$ cat src/sv/tridiagonal_system_solver_unit_assert.svh
// Assertion macros shared by the sequencer and datapath modules.
`ifndef TRIDIAGONAL_SYSTEM_SOLVER_UNIT_ASSERT_SVH
`define TRIDIAGONAL_SYSTEM_SOLVER_UNIT_ASSERT_SVH

// The consequent must hold in the same cycle as the trigger.
`define TSS_ASSERT_IMPLY(label, clk, rst_n, trig, cons, msg) \
  label: assert property (@(posedge clk) disable iff (!rst_n) (trig) |-> (cons)) \
    else $error(msg);

// The consequent must hold in the cycle after the trigger.
`define TSS_ASSERT_NEXT(label, clk, rst_n, trig, cons, msg) \
  label: assert property (@(posedge clk) disable iff (!rst_n) (trig) |=> (cons)) \
    else $error(msg);

`endif

$ cat src/sv/tss_pkg.sv
package tss_pkg;

  localparam int unsigned WORD_W = 32;
  localparam int unsigned IDX_W  = 6;

  typedef enum logic [3:0] {
    ST_IDLE,
    ST_FACTOR,
    ST_FACTOR_WAIT,
    ST_PIVOT,
    ST_NUM,
    ST_SOL,
    ST_SOL_WAIT,
    ST_BACK_RD,
    ST_BACK_MUL,
    ST_BACK_WR,
    ST_EMIT_RD,
    ST_EMIT
  } tss_state_t;

  // Commands from the controller to the datapath.
  typedef struct packed {
    logic load_row;
    logic div_factor;
    logic div_sol;
    logic wr_factor;
    logic upd_pivot;
    logic calc_num;
    logic wr_sol;
    logic back_rd;
    logic back_mul;
    logic back_wr;
    logic emit_rd;
    logic emit_load;
    logic clear_run;
  } tss_cmd_t;

  // Status from the datapath to the controller.
  typedef struct packed {
    logic div_done;
    logic first_row;
    logic run_end;
    logic back_done;
    logic emit_last;
  } tss_stat_t;

  function automatic logic signed [WORD_W-1:0] sat32(input logic signed [WORD_W+33:0] x);
    logic signed [WORD_W+33:0] hi;
    logic signed [WORD_W+33:0] lo;
    hi = (WORD_W+34)'(2147483647);
    lo = -(WORD_W+34)'(64'sd2147483648);
    if (x > hi) return 32'sh7fffffff;
    if (x < lo) return 32'sh80000000;
    return x[WORD_W-1:0];
  endfunction

endpackage

$ cat src/sv/tss_ctrl.sv
// Sequencer for forward sweep, back substitution and result emission.
module tss_ctrl import tss_pkg::*; (
  input  logic      clk,
  input  logic      rst_n,
  input  logic      in_fire,
  input  logic      out_free,
  input  logic      out_fire,
  input  tss_stat_t stat,
  output logic      in_ready,
  output tss_cmd_t  cmd
);
  `include "tridiagonal_system_solver_unit_assert.svh"

  tss_state_t state_r, state_nxt;

  always_comb begin
    state_nxt = state_r;
    case (state_r)
      ST_IDLE:        if (in_fire) state_nxt = stat.first_row ? ST_SOL : ST_FACTOR;
      ST_FACTOR:      state_nxt = ST_FACTOR_WAIT;
      ST_FACTOR_WAIT: if (stat.div_done) state_nxt = ST_PIVOT;
      ST_PIVOT:       state_nxt = ST_NUM;
      ST_NUM:         state_nxt = ST_SOL;
      ST_SOL:         state_nxt = ST_SOL_WAIT;
      ST_SOL_WAIT: begin
        if (stat.div_done) begin
          if (!stat.run_end) state_nxt = ST_IDLE;
          else if (stat.back_done) state_nxt = ST_EMIT_RD;
          else state_nxt = ST_BACK_RD;
        end
      end
      ST_BACK_RD:     state_nxt = ST_BACK_MUL;
      ST_BACK_MUL:    state_nxt = ST_BACK_WR;
      ST_BACK_WR:     state_nxt = stat.back_done ? ST_EMIT_RD : ST_BACK_RD;
      ST_EMIT_RD:     if (out_free) state_nxt = ST_EMIT;
      ST_EMIT:        state_nxt = stat.emit_last ? ST_IDLE : ST_EMIT_RD;
      default:        state_nxt = ST_IDLE;
    endcase
  end

  always_comb begin
    cmd      = '0;
    in_ready = (state_r == ST_IDLE);
    case (state_r)
      ST_IDLE:        cmd.load_row = in_fire;
      ST_FACTOR:      cmd.div_factor = 1'b1;
      ST_FACTOR_WAIT: cmd.wr_factor = stat.div_done;
      ST_PIVOT:       cmd.upd_pivot = 1'b1;
      ST_NUM:         cmd.calc_num = 1'b1;
      ST_SOL:         cmd.div_sol = 1'b1;
      ST_SOL_WAIT:    cmd.wr_sol = stat.div_done;
      ST_BACK_RD:     cmd.back_rd = 1'b1;
      ST_BACK_MUL:    cmd.back_mul = 1'b1;
      ST_BACK_WR:     cmd.back_wr = 1'b1;
      ST_EMIT_RD:     cmd.emit_rd = out_free;
      ST_EMIT: begin
        cmd.emit_load = 1'b1;
        cmd.clear_run = stat.emit_last;
      end
      default:        cmd = '0;
    endcase
  end

  always_ff @(posedge clk) begin
    if (!rst_n) state_r <= ST_IDLE;
    else state_r <= state_nxt;
  end

  `TSS_ASSERT_IMPLY(a_ready_idle, clk, rst_n, in_ready, state_r == ST_IDLE, "ready outside idle")
  `TSS_ASSERT_NEXT(a_emit_after_rd, clk, rst_n, cmd.emit_rd, state_r == ST_EMIT, "emit lost")
  `TSS_ASSERT_IMPLY(a_out_empty_at_emit, clk, rst_n, out_fire && (state_r == ST_EMIT), 1'b0, "overwrite")
endmodule

$ cat config.mk
export PLATFORM = sky130hd
export DESIGN_NAME = tss_ctrl
export DESIGN_NICKNAME = d
export VERILOG_FILES = /design/src/sv/tss_pkg.sv /design/src/sv/tss_ctrl.sv
export VERILOG_INCLUDE_DIRS = /design/src /design/src/sv
export SDC_FILE = /design/constraint.sdc
export NUM_CORES = 1
export LEC_CHECK = 0
export BUFFER_PORTS_ARGS = -buffer_cell sky130_fd_sc_hd__buf_4
export CORE_AREA = 2 2 39 41
export CTS_BUF_LIST = sky130_fd_sc_hd__clkbuf_8
export DETAILED_ROUTE_END_ITERATION = 6
export DIE_AREA = 0 0 41 43
export PLACE_DENSITY_LB_ADDON = 0.25
export SLEW_MARGIN = 5
export SYNTH_ARGS = -nofsm -noshare
export SYNTH_HDL_FRONTEND = slang
export SYNTH_SLANG_ARGS = --single-unit
$ cat constraint.sdc
create_clock -name clk -period 1.39 [get_ports clk]
set_input_delay 0 -clock clk [delete_from_list [all_inputs] [get_ports clk]]
set_output_delay 0 -clock clk [all_outputs]
set_load 0.05 [all_outputs]
==> metrics.yaml <==
status:
  status: "finished, final reports clean"
synthesis:
  ys_types: 32
  syn_inst: 64
  ys_ff_latch: 4
  syn_area_sq_um: 510
  synth_top_area_share_pct: 15.7
  synth_ff_type: "dfxtp_1"
  ys_seq_area_share_pct: 15.7
  synth_nets: 74
  ys_async_sr_fraction_pct: 0
  synth.avg_cell_area_sq_um: 7.98
  synth_edf_count: 0
  synth.yosys.warnings: 0
  netlist_top_cells_area: "dfxtp_1 (16%), buf_6 (8.8%), nor2_1 (7.4%), a2111oi_4 (5.4%), nor3_1 (4.9%)"
  synth_top_area_cell: "dfxtp_1"
place:
  dp_slack_ns: 0.0619
  dp_cells: 103
  io_buffers: 22
  place_congestion: 0.751
  dp_hpwl_um: 1030
timing:
  relSlewSlack_pct: 80.8
  rsz0062_at_grt: "yes"
  period_minus_slack_ns: 1.31
  max_slew.worst_pin.slew_ns: 0.287
  timing.final.crit_share_pct: 94.4
  fmax_mhz: 762
  slew_violations: 0
  finalSetupViolations: 0
  worst_slack_ns: 0.0774
  finClkSkew_ns: 0.000884
  hold_viol_final: 0
die:
  initial_core_util_pct: 36.9
  io_pins: 24
  row_count: 14
  die_h_um: 43
  core-area_sq_mm: 0.00138
  die-area_sq_mm: 0.00176
  die_w_um: 41
grt:
  antenna_found_initial: 0
  grt_usage_pct: 17.5
  grt_pass1_wl_um: 2110
  grt_max_degree: 14
  grt_overflow_total: 0
  grt_pass1_vias: 486
  use_met2_pct: 26.9
  met1_usage_pct: 23.6
  top_usage_layer: "met2"
  grtUsageMet3_pct: 3.14
critical_path:
  critPathKind: "reg2reg"
  r2r_cells: 6
  crit_arrival_ns: 1.40
  critPathRequiredTime_ns: 1.48
  r2r_slack_ns: 0.08
  r2r-end: "state_r[3]"
  cp_max_fo: 8
  start_kind: "flip-flop"
  worstSetupEndpointType: "flip-flop"
  r2r_start: "state_r[1]"
clock_tree:
  cts_made_buffers: 3
  clk-insertion-delay-late_ns: 0.22
  cts_buffer_depth: 2
  cts.clk_slew.worst_paths_ns: 0.03
  ctsHoldBuffers: 0
  cts_root_buf: "clkbuf_8"
  cts_tree: "yes"
  cts_max_level: 1
  clock-sinks: 4
worst_hold_path:
  hold_depth: 3
  holdCritPathClass: "in2reg"
  worstHoldStart: "rst_n"
  min_to: "state_r[0]"
flow_run:
  drv_cap: 0
final_layout:
  biggestRegsByFlops: "state_r: 4 flops"
  final_common_cell: "buf_4"
  largest_reg_flops: 4
  fillCellCount: 136
  final_cell_count_no_fill: 112
  area.growth.synth_to_final_pct: 63.7
  layout_common_cells: "buf_4 (31), nor2_1 (9), nand2_1 (5)"
  top_register: "state_r"
  fin_nets: 108
  drive_above_1_share_pct: 58.3
  n_antenna_cell: 0
detailed_routing:
  routed_wl_um: 1350
  dr.pass1.iters: 2
  first_iter_violations: 6
  vias: 572
  wire_per_inst_um: 12.0
  ant_nets: 0
  drc_errors: 0
  via_per_inst: 5.11
power:
  ir_worst_vdd_mv: 1.59
  power_density_mw_per_mm2: 2400
  p_leak_uw: 0.000376
synthesized netlist by cell type, types with 2 or more instances:
library cell,count
nor2_1,10
nand2_1,5
nor3_1,5
buf_6,4
dfxtp_1,4
nand2b_1,3
a21oi_1,2
and2_1,2
and2b_1,2
and3_1,2
inv_1,2
inv_2,2
nand3_1,2
logic make-up (layout without fill, tap and decap cells):
group	count (synthesis)	in the layout	synth area share, %
xor+xnor	1	1	1.72
compound gates	13	13	25.7
flops	4	4	15.7
buf+inv	8	40	11.8
simple gates	38	38	45.1
metrics by stage:
step           cell area, sq um  hold WS, ns  TNS (ns)  total power [uW]  utilization [%]
2_1_floorplan               539        0.154    -0.957              1240                -
3_3_place_gp                742        0.297         0              1570             53.6
3_5_place_dp                742        0.308         0              1590             53.6
4_1_cts                     798       0.0772         0              1930             57.7
5_1_grt                     836       0.0914  -0.00501              2140             60.4
6_report                    836       0.0816         0              2000             60.4
how the worst max path moves through the flow:
| stage | startpoint | to | depth (start not counted) |
|---|---|---|---|
| final | state_r[1] | state_r[3] | 6 |
| after global routing | state_r[1] | state_r[3] | 6 |
| after CTS | state_r[3] | cmd[0] | 4 |
| after detailed placement | state_r[3] | state_r[3] | 4 |
| after global placement | state_r[3] | state_r[3] | 4 |
| after floorplan | state_r[1] | cmd[0] | 4 |
layer usage:
layer,part of all wire [%],routed length [um],up-vias
met2,53,715,13
met1,41,558,266
met4,1.2,16,0
met5,0,0,-
li1,-,-,291
met3,4.4,59,2
what timing repair did:
action                                  4_1_cts  5_1_grt
pin swaps                                     1        4
endpoints found under the setup margin        1       10
setup buffers                                 2        4
resized for setup                             0        4
worst max-delay path, stage by stage, from the launching register on:
cell       delay, ns
dfxtp_2         0.31
buf_12          0.13
nor4_4          0.29
buf_4           0.16
a22oi_2         0.07
a2bb2oi_2       0.17
a211oi_2        0.05
layout make-up:
type | instances | area [sq um] | area share [%]
Multi-Input combinational cell | 52 | 398 | 47.6
Timing Repair Buffer | 33 | 273 | 32.6
Sequential cell | 4 | 86.3 | 10.3
Clock buffer | 3 | 41.3 | 4.94
Tap cell | 16 | 20.0 | 2.40
Inverter | 4 | 17.5 | 2.10
power by group:
part           leakage [uW]  total [uW]  switching (uW)  internal, uW
clock network     0.0000216         245            60.3           185
registers         0.0000344         253            81.5           172
logic              0.000320        1510             840           667
(Power assumes the default switching activity.)
